**src/rtl/isfp_pkg.sv**
```systemverilog
// Shared constants and types for the IMU serial frame parser.
package isfp_pkg;

   localparam int unsigned WinDepth = 10;
   localparam int unsigned ValWidth = 23;
   localparam int unsigned BrgWidth = 17;

   localparam logic [7:0] HdrByte   = 8'h55;
   localparam logic [7:0] TypeMask  = 8'h50;
   localparam logic [7:0] TypeAccel = 8'h51;
   localparam logic [7:0] TypeGyro  = 8'h52;
   localparam logic [7:0] TypeAngle = 8'h53;
   localparam logic [7:0] TypeMag   = 8'h54;

   localparam logic [7:0] GyroMul  = 8'd125;
   localparam logic [7:0] AngleMul = 8'd45;

   localparam logic [1:0] StCollect = 2'd0;
   localparam logic [1:0] StSlide   = 2'd1;
   localparam logic [1:0] StDecoded = 2'd2;
   localparam logic [1:0] StUnknown = 2'd3;

   localparam logic [3:0] FlagAccel = 4'b0001;
   localparam logic [3:0] FlagGyro  = 4'b0010;
   localparam logic [3:0] FlagAngle = 4'b0100;
   localparam logic [3:0] FlagMag   = 4'b1000;
   localparam logic [3:0] FlagAll   = 4'b1111;

   // window state as seen by the decoder
   typedef struct packed {
      logic                       full;
      logic [7:0]                 sum;
      logic [3:0]                 flags;
      logic [WinDepth-1:0][7:0]   bytes;
   } win_view_type;

   // decoder verdict back to the window
   typedef struct packed {
      logic       frame_ok;
      logic [3:0] flags_next;
   } win_ctl_type;

   typedef struct packed {
      logic                       publish;
      logic [BrgWidth-1:0]        bearing;
      logic signed [ValWidth-1:0] z_value;
      logic signed [ValWidth-1:0] y_value;
      logic signed [ValWidth-1:0] x_value;
      logic [7:0]                 packet_type;
      logic [1:0]                 status;
   } result_type;

endpackage

```
**src/rtl/isfp_window.sv**
```systemverilog
// Frame window, running checksum, byte count and collected flags.
module isfp_window (
   input  logic                   clock,
   input  logic                   reset,
   input  logic                   accept,
   input  logic [7:0]             rx_byte,
   input  isfp_pkg::win_ctl_type  ctl,
   output isfp_pkg::win_view_type view
);

   logic [isfp_pkg::WinDepth-1:0][7:0] bytes_ff, bytes_in;
   logic [3:0] count_ff, count_in;
   logic [7:0] sum_ff, sum_in;
   logic [3:0] flags_ff, flags_in;
   logic       full;

   assign full = (count_ff == 4'(isfp_pkg::WinDepth));

   always_comb begin
      bytes_in = bytes_ff;
      count_in = count_ff;
      sum_in   = sum_ff;
      flags_in = flags_ff;
      if (accept) begin
         if (!full) begin
            bytes_in[count_ff] = rx_byte;
            count_in = count_ff + 4'd1;
            sum_in   = (count_ff == 4'd0) ? rx_byte : sum_ff + rx_byte;
         end else if (ctl.frame_ok) begin
            count_in = 4'd0;
            flags_in = ctl.flags_next;
         end else begin
            // drop oldest byte, keep sum of the ten held bytes current
            for (int i = 0; i < isfp_pkg::WinDepth - 1; i++) begin
               bytes_in[i] = bytes_ff[i+1];
            end
            bytes_in[isfp_pkg::WinDepth-1] = rx_byte;
            sum_in = sum_ff - bytes_ff[0] + rx_byte;
         end
      end
   end

   always_ff @(posedge clock) begin
      bytes_ff <= bytes_in;
      sum_ff   <= sum_in;
      if (reset) begin
         count_ff <= 4'd0;
         flags_ff <= 4'd0;
      end else begin
         count_ff <= count_in;
         flags_ff <= flags_in;
      end
   end

   assign view.full  = full;
   assign view.sum   = sum_ff;
   assign view.flags = flags_ff;
   assign view.bytes = bytes_ff;

endmodule

```
**src/rtl/isfp_decode.sv**
```systemverilog
// Frame check, raw value scaling, bearing and publish logic.
module isfp_decode (
   input  isfp_pkg::win_view_type view,
   input  logic [7:0]             rx_byte,
   output isfp_pkg::win_ctl_type  ctl,
   output isfp_pkg::result_type   result
);

   logic [7:0]        ptype;
   logic              match;
   logic signed [15:0] raw_x, raw_y, raw_z;
   logic signed [8:0] mul;
   logic [3:0]        set_mask;
   logic [3:0]        flags_or;
   logic              known;
   logic signed [24:0] prod_x, prod_y, prod_z;

   assign ptype = view.bytes[1];
   assign match = view.full && (view.bytes[0] == isfp_pkg::HdrByte)
                  && ((ptype & isfp_pkg::TypeMask) == isfp_pkg::TypeMask)
                  && (view.sum == rx_byte);

   assign raw_x = {view.bytes[3], view.bytes[2]};
   assign raw_y = {view.bytes[5], view.bytes[4]};
   assign raw_z = {view.bytes[7], view.bytes[6]};

   always_comb begin
      unique case (ptype)
         isfp_pkg::TypeAccel: begin
            mul = 9'sd1; set_mask = isfp_pkg::FlagAccel; known = 1'b1;
         end
         isfp_pkg::TypeGyro: begin
            mul = $signed({1'b0, isfp_pkg::GyroMul}); set_mask = isfp_pkg::FlagGyro;
            known = 1'b1;
         end
         isfp_pkg::TypeAngle: begin
            mul = $signed({1'b0, isfp_pkg::AngleMul}); set_mask = isfp_pkg::FlagAngle;
            known = 1'b1;
         end
         isfp_pkg::TypeMag: begin
            mul = 9'sd0; set_mask = isfp_pkg::FlagMag; known = 1'b1;
         end
         default: begin
            mul = 9'sd0; set_mask = 4'd0; known = 1'b0;
         end
      endcase
   end

   assign prod_x = raw_x * mul;
   assign prod_y = raw_y * mul;
   assign prod_z = raw_z * mul;
   assign flags_or = view.flags | set_mask;

   always_comb begin
      result = '0;
      ctl.frame_ok   = match;
      ctl.flags_next = view.flags;
      if (!view.full) begin
         result.status = isfp_pkg::StCollect;
      end else if (!match) begin
         result.status = isfp_pkg::StSlide;
      end else if (!known) begin
         result.status      = isfp_pkg::StUnknown;
         result.packet_type = ptype;
      end else begin
         result.status      = isfp_pkg::StDecoded;
         result.packet_type = ptype;
         result.x_value     = prod_x[isfp_pkg::ValWidth-1:0];
         result.y_value     = prod_y[isfp_pkg::ValWidth-1:0];
         result.z_value     = prod_z[isfp_pkg::ValWidth-1:0];
         if (ptype == isfp_pkg::TypeAngle) begin
            // negative yaw: -r, else 65536 - r
            if (raw_z[15]) begin
               result.bearing = 17'(-$signed({raw_z[15], raw_z}));
            end else begin
               result.bearing = 17'h10000 - {1'b0, raw_z};
            end
         end
         if (flags_or == isfp_pkg::FlagAll) begin
            result.publish = 1'b1;
            ctl.flags_next = 4'd0;
         end else begin
            ctl.flags_next = flags_or;
         end
      end
   end

endmodule

```
**src/rtl/imu_serial_frame_parser_top.sv**
```systemverilog
// Top level of the IMU serial frame parser: handshake and result register.
//
//   channel | dir | tdata                                   | tuser
//   req     | in  | rx_byte[7:0]                            | -
//   rsp     | out | x[22:0] y[45:23] z[68:46] bearing[85:69] | status[1:0]
//           |     | publish[86], zero pad [87]              | packet_type[9:2]
//
// One request per cycle unless rsp stalls; each yields a response in the next cycle.
// State (window, count, running checksum, flags) updates at request accept.
// The result register holds a pending response until rsp_tready; req_tready follows it.
// Reset clears the byte count, the collected flags and the response valid.
module imu_serial_frame_parser_top (
   input  logic        clock,
   input  logic        reset,
   input  logic        req_tvalid,
   output logic        req_tready,
   input  logic [7:0]  req_tdata,   // rx_byte[7:0]
   output logic        rsp_tvalid,
   input  logic        rsp_tready,
   output logic [87:0] rsp_tdata,   // x_value, y_value, z_value, bearing, publish, pad
   output logic [9:0]  rsp_tuser    // status, packet_type
);

   isfp_pkg::win_view_type view;
   isfp_pkg::win_ctl_type  ctl;
   isfp_pkg::result_type   result;
   isfp_pkg::result_type   rsp_ff;
   logic                   rsp_valid_ff, rsp_valid_in;
   logic                   accept;

   assign req_tready = !rsp_valid_ff || rsp_tready;
   assign accept     = req_tvalid && req_tready;

   isfp_window u_window (
      .clock   (clock),
      .reset   (reset),
      .accept  (accept),
      .rx_byte (req_tdata),
      .ctl     (ctl),
      .view    (view)
   );

   isfp_decode u_decode (
      .view    (view),
      .rx_byte (req_tdata),
      .ctl     (ctl),
      .result  (result)
   );

   always_comb begin
      rsp_valid_in = rsp_valid_ff;
      if (accept) begin
         rsp_valid_in = 1'b1;
      end else if (rsp_tready) begin
         rsp_valid_in = 1'b0;
      end
   end

   always_ff @(posedge clock) begin
      if (accept) begin
         rsp_ff <= result;
      end
      if (reset) begin
         rsp_valid_ff <= 1'b0;
      end else begin
         rsp_valid_ff <= rsp_valid_in;
      end
   end

   assign rsp_tvalid = rsp_valid_ff;
   assign rsp_tdata  = {1'b0, rsp_ff.publish, rsp_ff.bearing,
                        rsp_ff.z_value, rsp_ff.y_value, rsp_ff.x_value};
   assign rsp_tuser  = {rsp_ff.packet_type, rsp_ff.status};

endmodule
```
**config.mk**
```make
export PLATFORM = sky130hd
export DESIGN_NAME = imu_serial_frame_parser_top
export DESIGN_NICKNAME = d
export VERILOG_FILES = /design/src/rtl/isfp_pkg.sv /design/src/rtl/isfp_window.sv /design/src/rtl/isfp_decode.sv /design/src/rtl/imu_serial_frame_parser_top.sv
export SDC_FILE = /design/constraint.sdc
export NUM_CORES = 1
export LEC_CHECK = 0
export ABC_CLOCK_PERIOD_IN_PS = 16100
export BUFFER_PORTS_ARGS = -buffer_cell sky130_fd_sc_hd__buf_2
export CAP_MARGIN = 20
export CORE_MARGIN = 2
export CORE_UTILIZATION = 40
export CTS_CLUSTER_SIZE = 14
export DETAILED_ROUTE_END_ITERATION = 10
export SETUP_SLACK_MARGIN = 0.02
export SYNTH_ARGS = -nofsm -noshare
export SYNTH_HDL_FRONTEND = slang
export SYNTH_SLANG_ARGS = --single-unit
export TNS_END_PERCENT = 5
```
**constraint.sdc**
```tcl
create_clock -name clock -period 16.1 [get_ports clock]
set_input_delay 0.805 -clock clock [delete_from_list [all_inputs] [get_ports clock]]
set_output_delay 0.805 -clock clock [all_outputs]
set_load 0.02 [all_outputs]
```
After elaboration in Yosys (flattened, before gate mapping). Cells that the tools add are included. W data, S select, Z words.

Logic and storage cells: 81. Output and inout bits: 100. Flip-flop bits (word level): 194. Input port bits: 12.

Reduce and logical (&&, ||, !) cells: 16. Mux-type cells: 20. Multipliers: 3. $lt $le $gt $ge: 2. Add/subtract/negate cells: 6. Bitwise operators: 1. Equal/unequal tests: 11.

Operator list (count): $mux W80 (2); $bwmux W80 (1); $mul A16 B8 Y23 (3); $eq A8 B7 Y1 const B (5); $demux W8 S4 (1); $mux W8 (4); $pmux W7 S3 (1); $mux W17 (1); $neg A16 Y17 (1); $sub A17 B16 Y17 const A (1); $add A8 B8 Y8 (2); $pmux W4 S4 (1); $mux W4 (3); $eq A4 B4 Y1 const B (2); $eq A8 B8 Y1 (1); $reduce_and A4 Y1 (2); $sub A8 B8 Y8 (1); $mux W1 (6); $reduce_and A2 Y1 (3); $logic_and A1 B1 Y1 (5); $lt A4 B5 Y1 const B (1); $add A4 B1 Y4 const B (1); $ge A4 B1 Y1 const B (1); $logic_not A4 Y1 (1); 9 further kinds (9).

Depth between registers and ports, before layout. Gate-level depths: netlist of the first run.

Depth in word-level cells: 6. Mapped depth: 24. Depth with buffers taken out: 23.

Modules after synthesis. Synthesis of the first run repeated with hierarchy kept, for this count alone.

Cells, all modules: 1852. Area total of the unflattened synthesis: 18886.9 µm².

By module, submodules not included: isfp_decode (seq. area each 0.0 µm², area each 10923.0 µm², cells each 1340, times used 1); isfp_window (seq. area each 2802.7 µm², area each 4984.8 µm², cells each 408, times used 1); imu_serial_frame_parser_top (seq. area each 2932.8 µm², area each 2979.1 µm², cells each 104, times used 1).

Least setup slack after synthesis of the first run. No wires, ideal clock.

Path kind: register to register. Start point: register u_window.bytes_ff, in the netlist u_window.view[13]. End point: register rsp_ff, in the netlist rsp_tdata[15] (data pin). Setup time: 255 ps. Data arrival time: 5592 ps. Slack: 10254 ps. Data required time: 15845 ps. Period minus slack after synthesis: 5846 ps. Buffers on the path: 1. Stages on the path, launching flop included: 24. Cell sequence: edfxtp_1 -> nand4bb_1 -> nor3_2 -> nand2_1 -> nor2_1 -> clkbuf_1 -> and2_1 -> inv_1 -> fa_1 -> fa_1 -> inv_1 -> fa_1 -> inv_1 -> fa_1 -> inv_1 -> ha_1 -> a21o_1 -> nand2_1 -> nor3b_1 -> o311ai_0 -> a21o_1 -> a21o_1 -> xor2_1 -> and2_1.

Word-level cells in the longest chain between the ends: 4. Elaborated cells on any way between the ends: 9. Classes of those cells: 1 x mul; 4 x eq/ne; 2 x mux; 2 x reduce/logical.

RTL lines: start: declaration (RTL line isfp_window.sv:11) `logic [isfp_pkg::WinDepth-1:0][7:0] bytes_ff, bytes_in;`; start signal: assignment (RTL line isfp_window.sv:44) `bytes_ff <= bytes_in;`; branches (longest 4 deep; another with $mul A16 B8 Y23); end signal: assignment (RTL line imu_serial_frame_parser_top.sv:61) `rsp_ff <= result;`; end: declaration (RTL line imu_serial_frame_parser_top.sv:27) `isfp_pkg::result_type rsp_ff;`.

Several ways; the timed one is not identified. A chain may end at the register's enable or synchronous reset.

Final worst setup path of the first run.
Start point: register u_window.bytes_ff, in the netlist u_window.view[13]. End point: register rsp_ff, in the netlist rsp_tdata[45] (data pin).

Word-level cells in the longest chain between the ends: 4. Elaborated cells on any way between the ends: 9. Classes of those cells: 1 x mul; 4 x eq/ne; 2 x mux; 2 x reduce/logical.

RTL lines: branches (longest 4 deep; another with $mul A16 B8 Y23).

Several ways; the timed one is not identified.

==> results of run 1 <==
-- worst min path at each step --
stage,end,from,cells after the start
floorplan,u_window.flags_ff[0]$_SDFFE_PP0P_,u_window.flags_ff[0]$_SDFFE_PP0P_,2
global placement,u_window.flags_ff[0]$_SDFFE_PP0P_,u_window.flags_ff[0]$_SDFFE_PP0P_,2
detailed placement,u_window.flags_ff[0]$_SDFFE_PP0P_,u_window.flags_ff[0]$_SDFFE_PP0P_,2
CTS,u_window.flags_ff[0]$_SDFFE_PP0P_,u_window.flags_ff[0]$_SDFFE_PP0P_,2
global route,u_window.flags_ff[0]$_SDFFE_PP0P_,u_window.flags_ff[0]$_SDFFE_PP0P_,2
finish,u_window.flags_ff[0]$_SDFFE_PP0P_,u_window.flags_ff[0]$_SDFFE_PP0P_,2
-- metal layers --
layer	share of wire [%]	global-route usage (%)	up-vias
met3	5.0	3.08	48
met2	49	30.3	263
met5	0	0	-
met4	1.6	4.88	0
met1	45	24.4	6400
li1	-	-	6236
-- cell families (layout without fill, tap and decap cells) --
family          count (synthesis)  in the layout
other cells                     1              1
buf+inv                       482            577
flops                         194            194
xor+xnor                       86             86
simple gates                  486            486
fa+ha+maj                     384            384
compound gates                252            252
-- placed cells by master, fill, tap and decap left out, types with 6 or more instances in the layout --
cell type,Yosys,routed
o21a_1,6,6
a31oi_1,9,9
a211oi_1,9,9
clkbuf_16,0,17
xor2_1,26,26
ha_1,190,190
dfxtp_1,9,9
o31ai_1,7,7
nor3_1,24,24
or3_1,7,7
edfxtp_1,185,185
nor2b_1,19,19
inv_1,424,423
nor4_1,9,8
xnor2_1,60,60
nor2_1,145,145
nand3_1,11,11
and3_1,19,19
buf_4,2,8
fa_1,194,194
and2_1,85,85
nand2b_1,18,18
a21oi_1,79,79
buf_2,6,112
o21ai_0,42,42
a21o_1,26,26
a22o_1,43,43
o21bai_1,9,9
nand2_1,118,118
-- tightest hold or removal path, delay by kind of cell, from the launching register on --
| family | cells | cell delay (ns) |
|---|---|---|
| compound gates | 1 | 0.04 |
| flops | 1 | 0.33 |
| simple gates | 1 | 0.09 |
-- power by group --
| part | internal (W) | total (W) | switching [W] |
|---|---|---|---|
| registers | 0.000568 | 0.000577 | 0.00000944 |
| clock network | 0.000204 | 0.000420 | 0.000216 |
| logic | 0.0000487 | 0.000133 | 0.0000844 |
-- sequential cells by signal, summed over array words and instances (netlist names) --
name               count
rsp_tdata             87
u_window.view         80
rsp_tuser             10
u_window.sum_ff        8
u_window.count_ff      4
u_window.flags_ff      4
rsp_tvalid             1
-- stage by stage --
stage	total power, W	std cells	instance area, um^2	hold slack [ns]
6_report	0.00113	2587	20400	0.501
5_1_grt	0.00117	2587	20400	0.524
4_1_cts	0.00114	2585	20400	0.500
3_5_place_dp	0.000722	2553	19800	0.479
3_3_place_gp	0.000719	2552	19800	0.468
2_1_floorplan	0.000683	1885	18700	0.452
-- final cells by class --
| type | count | area [um^2] |
|---|---|---|
| fill | 4400 | 25900 |
| multi-input combinational | 1209 | 11100 |
| sequential | 194 | 5740 |
| inverter | 424 | 1590 |
| tap | 607 | 759 |
| timing repair buffer | 121 | 628 |
| clock buffer | 20 | 437 |
| clock inverter | 12 | 111 |
==> flow_metrics.env, run 1 <==
export IMPL_synthMuxAreaShare_pct=0
export IMPL_core_area_mm2=0.0464
export IMPL_yosys_area_share_simple_pct=13.1
export IMPL_min_period_ns=6.88
export IMPL_synth_xor_area_share_pct=4.03
export IMPL_cts_reportedPaths_clkPinSlew_ns=0.08
export IMPL_clock_path_buffers=2
export IMPL_synth_seq_area_share_pct=30.7
export IMPL_fmax_mhz=145
export IMPL_pre_cts_slack_ns=9.29
export IMPL_ctsHoldBuffers=0
export IMPL_start_kind="flip-flop"
export IMPL_finalSetupViolations=0
export IMPL_min_path_type="reg2reg"
export IMPL_area_delta_synth_final_pct=9.16
export IMPL_synth_nets=2281
export IMPL_cp_slowest_stage_delay_ns=0.59
export IMPL_ant_nets=0
export IMPL_synth_most_common_cell="inv_1"
export IMPL_dp_hpwl_mm=33.3
export IMPL_synth_compound_area_share_pct=8.85
export IMPL_cp_startpoint="u_window.view[13]$_DFFE_PP_"
export IMPL_ir_drop_mv=0.0764
export IMPL_routedWlPerCell_um=16.4
export IMPL_r2r_cells=22
export IMPL_layout_setup_ws_ns=9.22
export IMPL_synth_cells=1885
export IMPL_path_buf_inv=5
export IMPL_worstSetupEndpointType="flip-flop"
export IMPL_fin_crit_sh_pct=42.7
export IMPL_synth_main_ff_cell="edfxtp_1"
export IMPL_cts_tree="built"
export IMPL_dr_pass1_iters=5
export IMPL_hold_viol_final=0
export IMPL_synth_top_cells_by_area="edfxtp_1 30%, fa_1 21%, ha_1 13%, inv_1 8.5%, nor2_1 2.9%"
export IMPL_slew_headroom_pct=29.9
export IMPL_power_leakage_nw=10.3
export IMPL_grt_pass1_vias=12900
export IMPL_h_tree_depth=4
export IMPL_worst_pin_slew_ns=1.05
export IMPL_rsz0062_at_grt="no"
export IMPL_synth_async_reset_ratio_pct=0
export IMPL_status="complete, no violations"
export IMPL_netlist_area_mm2=0.0187
export IMPL_critPathKind="reg2reg"
export IMPL_ff2ff_setup_slack_ns=9.22
export IMPL_synth_top_cell_by_area="edfxtp_1"
export IMPL_initial_utilization_pct=40.3
export IMPL_grt_ovfl_total=0
export IMPL_synth_area_per_cell_um2=9.92
export IMPL_post_cts_resized=0
export IMPL_ys_types=70
export IMPL_ys_top_cells_by_count="424 x inv_1, 194 x fa_1, 190 x ha_1"
export IMPL_io_buffers=110
export IMPL_path_delay_family="adder cells"
export IMPL_synth_top_family_by_area="adder cells"
export IMPL_drive_gt1_share_pct=8.54
export IMPL_dieArea_mm2=0.0485
export IMPL_track_usage_pct=18.1
export IMPL_crit_slowest_cell="nor2_1"
export IMPL_cp_data_required_time_ns=16.29
export IMPL_r2r_start="u_window.view[13]$_DFFE_PP_"
export IMPL_gp_congestion=0.871
export IMPL_nNetsFinal=2363
export IMPL_synth_edff_count=185
export IMPL_drc=0
export IMPL_vias=12900
export IMPL_crit_chain="nand4bb_1 -> nor3_2 -> nand2_1 -> nor2_1 -> buf_4 -> and2_1 -> inv_1 -> fa_1 -> fa_1 -> inv_1 -> fa_1 -> inv_1 -> fa_1 -> inv_1 -> ha_1 -> o31ai_1 -> a21oi_1 -> nor3_1 -> o31ai_1 -> o31ai_1 -> xnor2_1 -> nor2_1"
export IMPL_crit_end="rsp_tdata[45]$_SDFFCE_PN0P_"
export IMPL_p_per_area_mw_per_mm2=55.4
export IMPL_cts_sinks=194
export IMPL_ys_ff_latch=194
export IMPL_antenna_found_initial=0
export IMPL_die_w_um=220
export IMPL_utilization_pct=44.0
export IMPL_cts_buffers=17
export IMPL_critical_path_depth=22
export IMPL_grt_pass1_wl_mm=67.7
export IMPL_clockRootBuffer="clkbuf_16"
export IMPL_insertion_delay_ns=0.47
export IMPL_r2r_end="rsp_tdata[45]$_SDFFCE_PN0P_"
export IMPL_setup_tns_ns=0
export IMPL_synthAdderAreaFrac_pct=33.5
export IMPL_grt_max_degree=79
export IMPL_drt_iter0_drc=811
export IMPL_die_h_um=220
export IMPL_rows=79
export IMPL_vias_per_cell=5.00
export IMPL_cp_arrival_ns=7.07
export IMPL_routed_wl_mm=42.4
export IMPL_netlist_area_leader_share_pct=29.7
export IMPL_yosysWarnings=0
export IMPL_diodes=0
export IMPL_maxSlewViolCount=0
export IMPL_ios=112
export IMPL_post_cts_setup_buffers=0
export IMPL_finClkSkew_ns=0.0206
export IMPL_maxCapViolCount=0
export IMPL_cp_max_fo=9
Note: power is estimated with default switching activity, not from simulation.
==> inputs of run 2 (changes only) <==
- ABC_CLOCK_PERIOD_IN_PS: 16100 -> 5900
- clock period: 16.1 -> 5.9 ns (I/O delays scaled with it)
==> run 2 against run 1 <==
Compared with the run above:
- register-to-register slack got worse by 9.2 ns
- global-route usage rose by 0.55 points
- fmax up 17%
- worst setup slack lost 9.2 ns
- combinational power rose to 2.8 times the previous value
- utilization grew 2.5 points
- die area unchanged
- critical path depth rose by 1
- power rose to 2.8 times the previous value
- first-iteration DRC count is 7.2% lower
- largest power group unchanged
==> flow_metrics.env, run 2 (same netlist as run 1, synthesis figures left out) <==
export IMPL_power_leakage_nw=10.7
export IMPL_clockRootBuffer="clkbuf_16"
export IMPL_combPwrFrac_pct=12.0
export IMPL_routed_wl_mm=44.2
export IMPL_rsz0062_at_grt="yes"
export IMPL_die_w_um=220
export IMPL_start_kind="flip-flop"
export IMPL_routedWlPerCell_um=16.7
export IMPL_fin_crit_sh_pct=99.4
export IMPL_vias_per_cell=5.01
export IMPL_maxSlewViolCount=0
export IMPL_mostFrequentLayoutCells="418 x inv_1, 191 x fa_1, 185 x edfxtp_1, 172 x ha_1, 117 x nor2_1"
export IMPL_drt_iter0_drc=753
export IMPL_nNetsFinal=2425
export IMPL_insertion_delay_ns=0.50
export IMPL_clkPwrFrac_pct=37.6
export IMPL_layout_cells_non_filler=2649
export IMPL_dp_hpwl_mm=33.7
export IMPL_initial_utilization_pct=40.3
export IMPL_ctsHoldBuffers=0
export IMPL_min_delay_path_depth=3
export IMPL_io_buffers=110
export IMPL_min_period_ns=5.86
export IMPL_maxCapViolCount=0
export IMPL_p_sw_w=0.000877
export IMPL_cts_reportedPaths_clkPinSlew_ns=0.09
export IMPL_ios=112
export IMPL_vias=13300
export IMPL_min_path_type="in2reg"
export IMPL_antenna_found_initial=1
export IMPL_dp_cells=2587
export IMPL_cts_buffers=17
export IMPL_sw_frac_of_total_pct=28.1
export IMPL_clock_path_buffers=2
export IMPL_grt_ovfl_total=0
export IMPL_area_delta_synth_final_pct=15.3
export IMPL_cts_sinks=194
export IMPL_mostFrequentLayoutCell="inv_1"
export IMPL_setup_tns_ns=0
export IMPL_pre_cts_slack_ns=-0.0729
export IMPL_critPathKind="reg2reg"
export IMPL_dieArea_mm2=0.0485
export IMPL_fmax_mhz=171
export IMPL_track_usage_pct=18.7
export IMPL_critical_path_depth=23
export IMPL_grt_pass1_vias=13300
export IMPL_layout_setup_ws_ns=0.0371
export IMPL_rows=79
export IMPL_h_tree_depth=4
export IMPL_cp_common_cell="fa_1"
export IMPL_status="complete, no violations"
export IMPL_largest_reg_flops=87
export IMPL_r2r_cells=23
export IMPL_hold_viol_final=0
export IMPL_seqPwrFrac_pct=50.4
export IMPL_placed_area_mm2=0.0201
export IMPL_p_per_area_mw_per_mm2=145
export IMPL_drc=0
export IMPL_path_delay_family="adder cells"
export IMPL_path_buf_inv=6
export IMPL_power_internal_w=0.00225
export IMPL_crit_slowest_cell="fa_1"
export IMPL_diodes=0
export IMPL_cp_data_required_time_ns=6.12
export IMPL_worst_pin_slew_ns=1.03
export IMPL_cp_max_fo=9
export IMPL_slew_headroom_pct=31.1
export IMPL_cp_arrival_ns=6.08
export IMPL_die_h_um=220
export IMPL_cts_tree="built"
export IMPL_grt_pass1_wl_mm=69.7
export IMPL_cp_slowest_stage_delay_ns=0.55
export IMPL_drive_gt1_share_pct=16.9
export IMPL_ir_drop_mv=0.193
export IMPL_finalSetupViolations=0
export IMPL_grt_max_degree=78
export IMPL_ant_nets=0
export IMPL_worstSetupEndpointType="flip-flop"
export IMPL_crit_chain="nand4bb_4 -> buf_6 -> nor4_4 -> buf_6 -> buf_4 -> clkbuf_16 -> nand2_2 -> nor2_4 -> inv_1 -> fa_1 -> inv_1 -> fa_1 -> fa_1 -> fa_1 -> ha_2 -> a21oi_2 -> o21ai_1 -> a211oi_1 -> o21a_1 -> o21a_1 -> o21ai_1 -> xnor2_1 -> nor2_1"
export IMPL_design_area_mm2=0.0216
export IMPL_core_area_mm2=0.0464
export IMPL_dr_pass1_iters=5
export IMPL_gp_congestion=0.885
export IMPL_utilization_pct=46.5
export IMPL_finClkSkew_ns=0.0274
## run 2: changes by cell type in the layout (fill, tap and decap cells not counted), moves of 12 or more
cell and delta:
ha_1 -18, buf_4 +51, nand2_1 -20, o21ai_0 -12
nor2_2 +18, nor2_1 -28, nand2_2 +17
## run 2: worst register-to-register path, delay by kind of cell, from the launching register on
kind / cells / cell delay [ns]
adder cells (fa/ha/maj): 5 / 2.33
AO/OA/AOI/OAI: 6 / 1.01
AND/OR/NAND/NOR: 5 / 0.84
buffers and inverters: 6 / 0.75
flip-flops: 1 / 0.41
XOR/XNOR: 1 / 0.26
## run 2: what timing repair did
item                                    in CTS  in global routing
endpoints found under the setup margin       6                 27
pin swaps                                    0                 39
resized for setup                            6                149
setup buffers                                0                 21
cloned                                       1                  4
## run 2: final cells by class
class	instances	area, um^2
Fill cell	4310	24800
Multi-Input combinational cell	1209	11700
Sequential cell	194	5740
Inverter	424	1590
Timing Repair Buffer	183	1210
Tap cell	607	759
Clock buffer	17	425
Clock inverter	15	144
## run 2: path summary, 6_finish.rpt
path / from / end / slack (ns)
worst max-delay path: u_window.view[15]$_DFFE_PP_ / rsp_tdata[67]$_SDFFCE_PN0P_ / 0.04
worst min-delay path: req_tvalid / rsp_tvalid$_SDFFE_PP0P_ / 0.05
worst min register to register: u_window.flags_ff[0]$_SDFFE_PP0P_ / u_window.flags_ff[0]$_SDFFE_PP0P_ / 0.49
worst max register to register: u_window.view[15]$_DFFE_PP_ / rsp_tdata[67]$_SDFFCE_PN0P_ / 0.04
## run 2: power groups by stage
| stage | Combinational, W | Clock [W] | Sequential (W) |
|---|---|---|---|
| 2_1_floorplan | 0.000225 | 0 | 0.00164 |
| 3_3_place_gp | 0.000356 | 0 | 0.00160 |
| 3_5_place_dp | 0.000366 | 0 | 0.00161 |
| 4_1_cts | 0.000368 | 0.00121 | 0.00157 |
| 5_1_grt | 0.000416 | 0.00125 | 0.00158 |
| 6_report | 0.000373 | 0.00118 | 0.00157 |
## run 2: through the flow
step | power [W] | hold WS, ns
after floorplan | 0.00186 | 0.364
after global placement | 0.00196 | 0.467
after detailed placement | 0.00197 | 0.475
after CTS | 0.00315 | 0.0125
after global routing | 0.00324 | 0.0513
final | 0.00312 | 0.0494
## run 2: metal layers
metal	track usage [%]	wire length (um)	up-vias	part of all wire, %
li1	-	-	6370	-
met1	25.8	20000	6546	45
met2	29.3	20600	293	47
met3	3.63	2310	67	5.2
met4	6.89	1290	0	2.9
met5	0	0	-	0
==> inputs of run 3 (changes only) <==
- ABC_CLOCK_PERIOD_IN_PS: 5900 -> 6300
- GPL_TIMING_DRIVEN: unset -> 0
- clock period: 5.9 -> 6.3 ns (I/O delays scaled with it)
==> run 3 against run 2 <==
Compared with the run above:
- combinational power shrank 4%
- worst setup slack better by 0.20 ns
- clock-buffer cell count unchanged
- power is 4.0% lower
- via count is 0.45% higher
- worst hold slack better by 0.0094 ns
- sequential cell count stayed put
- largest cell class unchanged
==> flow_metrics.env, run 3 (same netlist as run 1, synthesis figures left out) <==
export IMPL_cp_data_required_time_ns=6.52
export IMPL_design_area_mm2=0.0210
export IMPL_worst_pin_slew_ns=1.08
export IMPL_critPathKind="reg2reg"
export IMPL_hold_viol_final=0
export IMPL_maxSlewViolCount=0
export IMPL_crit_slowest_cell="fa_1"
export IMPL_ir_drop_mv=0.173
export IMPL_largest_reg_flops=87
export IMPL_grt_max_degree=55
export IMPL_mostFrequentLayoutCells="422 x inv_1, 194 x fa_1, 188 x ha_1, 185 x edfxtp_1, 131 x nor2_1"
export IMPL_gp_congestion=0.912
export IMPL_slew_headroom_pct=27.5
export IMPL_placed_area_mm2=0.0200
export IMPL_die_w_um=220
export IMPL_mostFrequentLayoutCell="inv_1"
export IMPL_cts_tree="built"
export IMPL_crit_chain="nand4bb_4 -> nor4_4 -> buf_4 -> buf_4 -> nand2_1 -> nor2_1 -> inv_1 -> fa_1 -> inv_1 -> fa_1 -> fa_1 -> inv_1 -> fa_1 -> inv_1 -> ha_1 -> a21o_1 -> a21o_1 -> a21o_1 -> a2bb2oi_1 -> a31oi_1 -> o21ai_0 -> xor2_1 -> nor2_1"
export IMPL_fmax_mhz=165
export IMPL_drc=0
export IMPL_dr_pass1_iters=5
export IMPL_drt_iter0_drc=868
export IMPL_track_usage_pct=19.6
export IMPL_core_area_mm2=0.0464
export IMPL_power_leakage_nw=10.5
export IMPL_start_kind="flip-flop"
export IMPL_maxCapViolCount=0
export IMPL_insertion_delay_ns=0.51
export IMPL_antenna_found_initial=2
export IMPL_grt_pass1_wl_mm=71.5
export IMPL_initial_utilization_pct=40.3
export IMPL_min_period_ns=6.07
export IMPL_io_buffers=110
export IMPL_vias_per_cell=5.04
export IMPL_grt_pass1_vias=13600
export IMPL_finClkSkew_ns=0.0270
export IMPL_cts_buffers=17
export IMPL_cts_sinks=194
export IMPL_layout_cells_non_filler=2648
export IMPL_rows=79
export IMPL_ff2ff_setup_slack_ns=0.23
export IMPL_worstSetupEndpointType="flip-flop"
export IMPL_finalSetupViolations=0
export IMPL_h_tree_depth=4
export IMPL_rsz0062_at_grt="yes"
export IMPL_p_per_area_mw_per_mm2=143
export IMPL_dp_cells=2604
export IMPL_clock_path_buffers=2
export IMPL_clockRootBuffer="clkbuf_16"
export IMPL_cts_reportedPaths_clkPinSlew_ns=0.09
export IMPL_dieArea_mm2=0.0485
export IMPL_grt_ovfl_total=0
export IMPL_cp_slowest_stage_delay_ns=0.56
export IMPL_area_delta_synth_final_pct=12.1
export IMPL_status="complete, no violations"
export IMPL_finalHoldWorstSlack_ns=0.0588
export IMPL_cp_arrival_ns=6.28
export IMPL_dp_hpwl_mm=36.6
export IMPL_min_path_type="in2reg"
export IMPL_nNetsFinal=2424
export IMPL_vias=13300
export IMPL_die_h_um=220
export IMPL_ios=112
export IMPL_finalPower_w=0.00300
export IMPL_routedWlPerCell_um=17.3
export IMPL_diodes=0
export IMPL_fin_crit_sh_pct=96.3
export IMPL_drive_gt1_share_pct=11.4
export IMPL_routed_wl_mm=45.7
export IMPL_ant_nets=0
export IMPL_setup_tns_ns=0
export IMPL_cp_max_fo=10
run 3: layer usage:
layer  GRT usage [%]  wire, um
met5               0         0
met4            6.13      1030
met3            4.01      2990
met2            32.4     22000
met1            25.8     19700
run 3: worst paths after layout:
kind | depth (start not counted) | endpoint | startpoint
max reg2reg | 23 | rsp_tdata[44]$_SDFFCE_PN0P_ | u_window.view[13]$_DFFE_PP_
min reg2reg | 2 | u_window.flags_ff[0]$_SDFFE_PP0P_ | u_window.flags_ff[0]$_SDFFE_PP0P_
min | 3 | rsp_tvalid$_SDFFE_PP0P_ | req_tvalid
max | 23 | rsp_tdata[44]$_SDFFCE_PN0P_ | u_window.view[13]$_DFFE_PP_
run 3: area by class of cell:
| class | count | area (um^2) |
|---|---|---|
| clock buffer | 17 | 425 |
| buffer | 56 | 254 |
| fill | 4377 | 25400 |
| timing repair buffer | 126 | 689 |
| multi-input combinational | 1209 | 11300 |
| inverter | 424 | 1600 |
| clock inverter | 15 | 181 |
| tap | 607 | 759 |
| sequential | 194 | 5740 |
run 3: timing repair:
action                                  4_1_cts  5_1_grt
pin swaps                                     3        6
buffers inserted                              9        3
endpoints found under the setup margin       45       16
hold buffers                                  0        0
endpoints found under the hold margin         0        0
gates resized for setup                      24       46
run 3: metrics by stage:
stage / setup WS [ns] / util (%)
floorplan: 0.454 / -
global placement: -1.29 / 43.2
detailed placement: -1.33 / 43.2
CTS: 0.0279 / 44.8
global route: -0.0379 / 45.2
finish: 0.235 / 45.2
run 3: report_power, final:
part           internal [W]  switching, W
Combinational      0.000131      0.000228
Sequential          0.00145     0.0000206
Clock              0.000570      0.000598
run 3: worst max-delay path, delay by kind of cell, from the launching register on:
family,cells,cell delay (ns)
buffers and inverters,6,0.63
AND/OR/NAND/NOR,5,1.08
adder cells (fa/ha/maj),5,2.34
flip-flops,1,0.40
AO/OA/AOI/OAI,6,1.16
XOR/XNOR,1,0.18
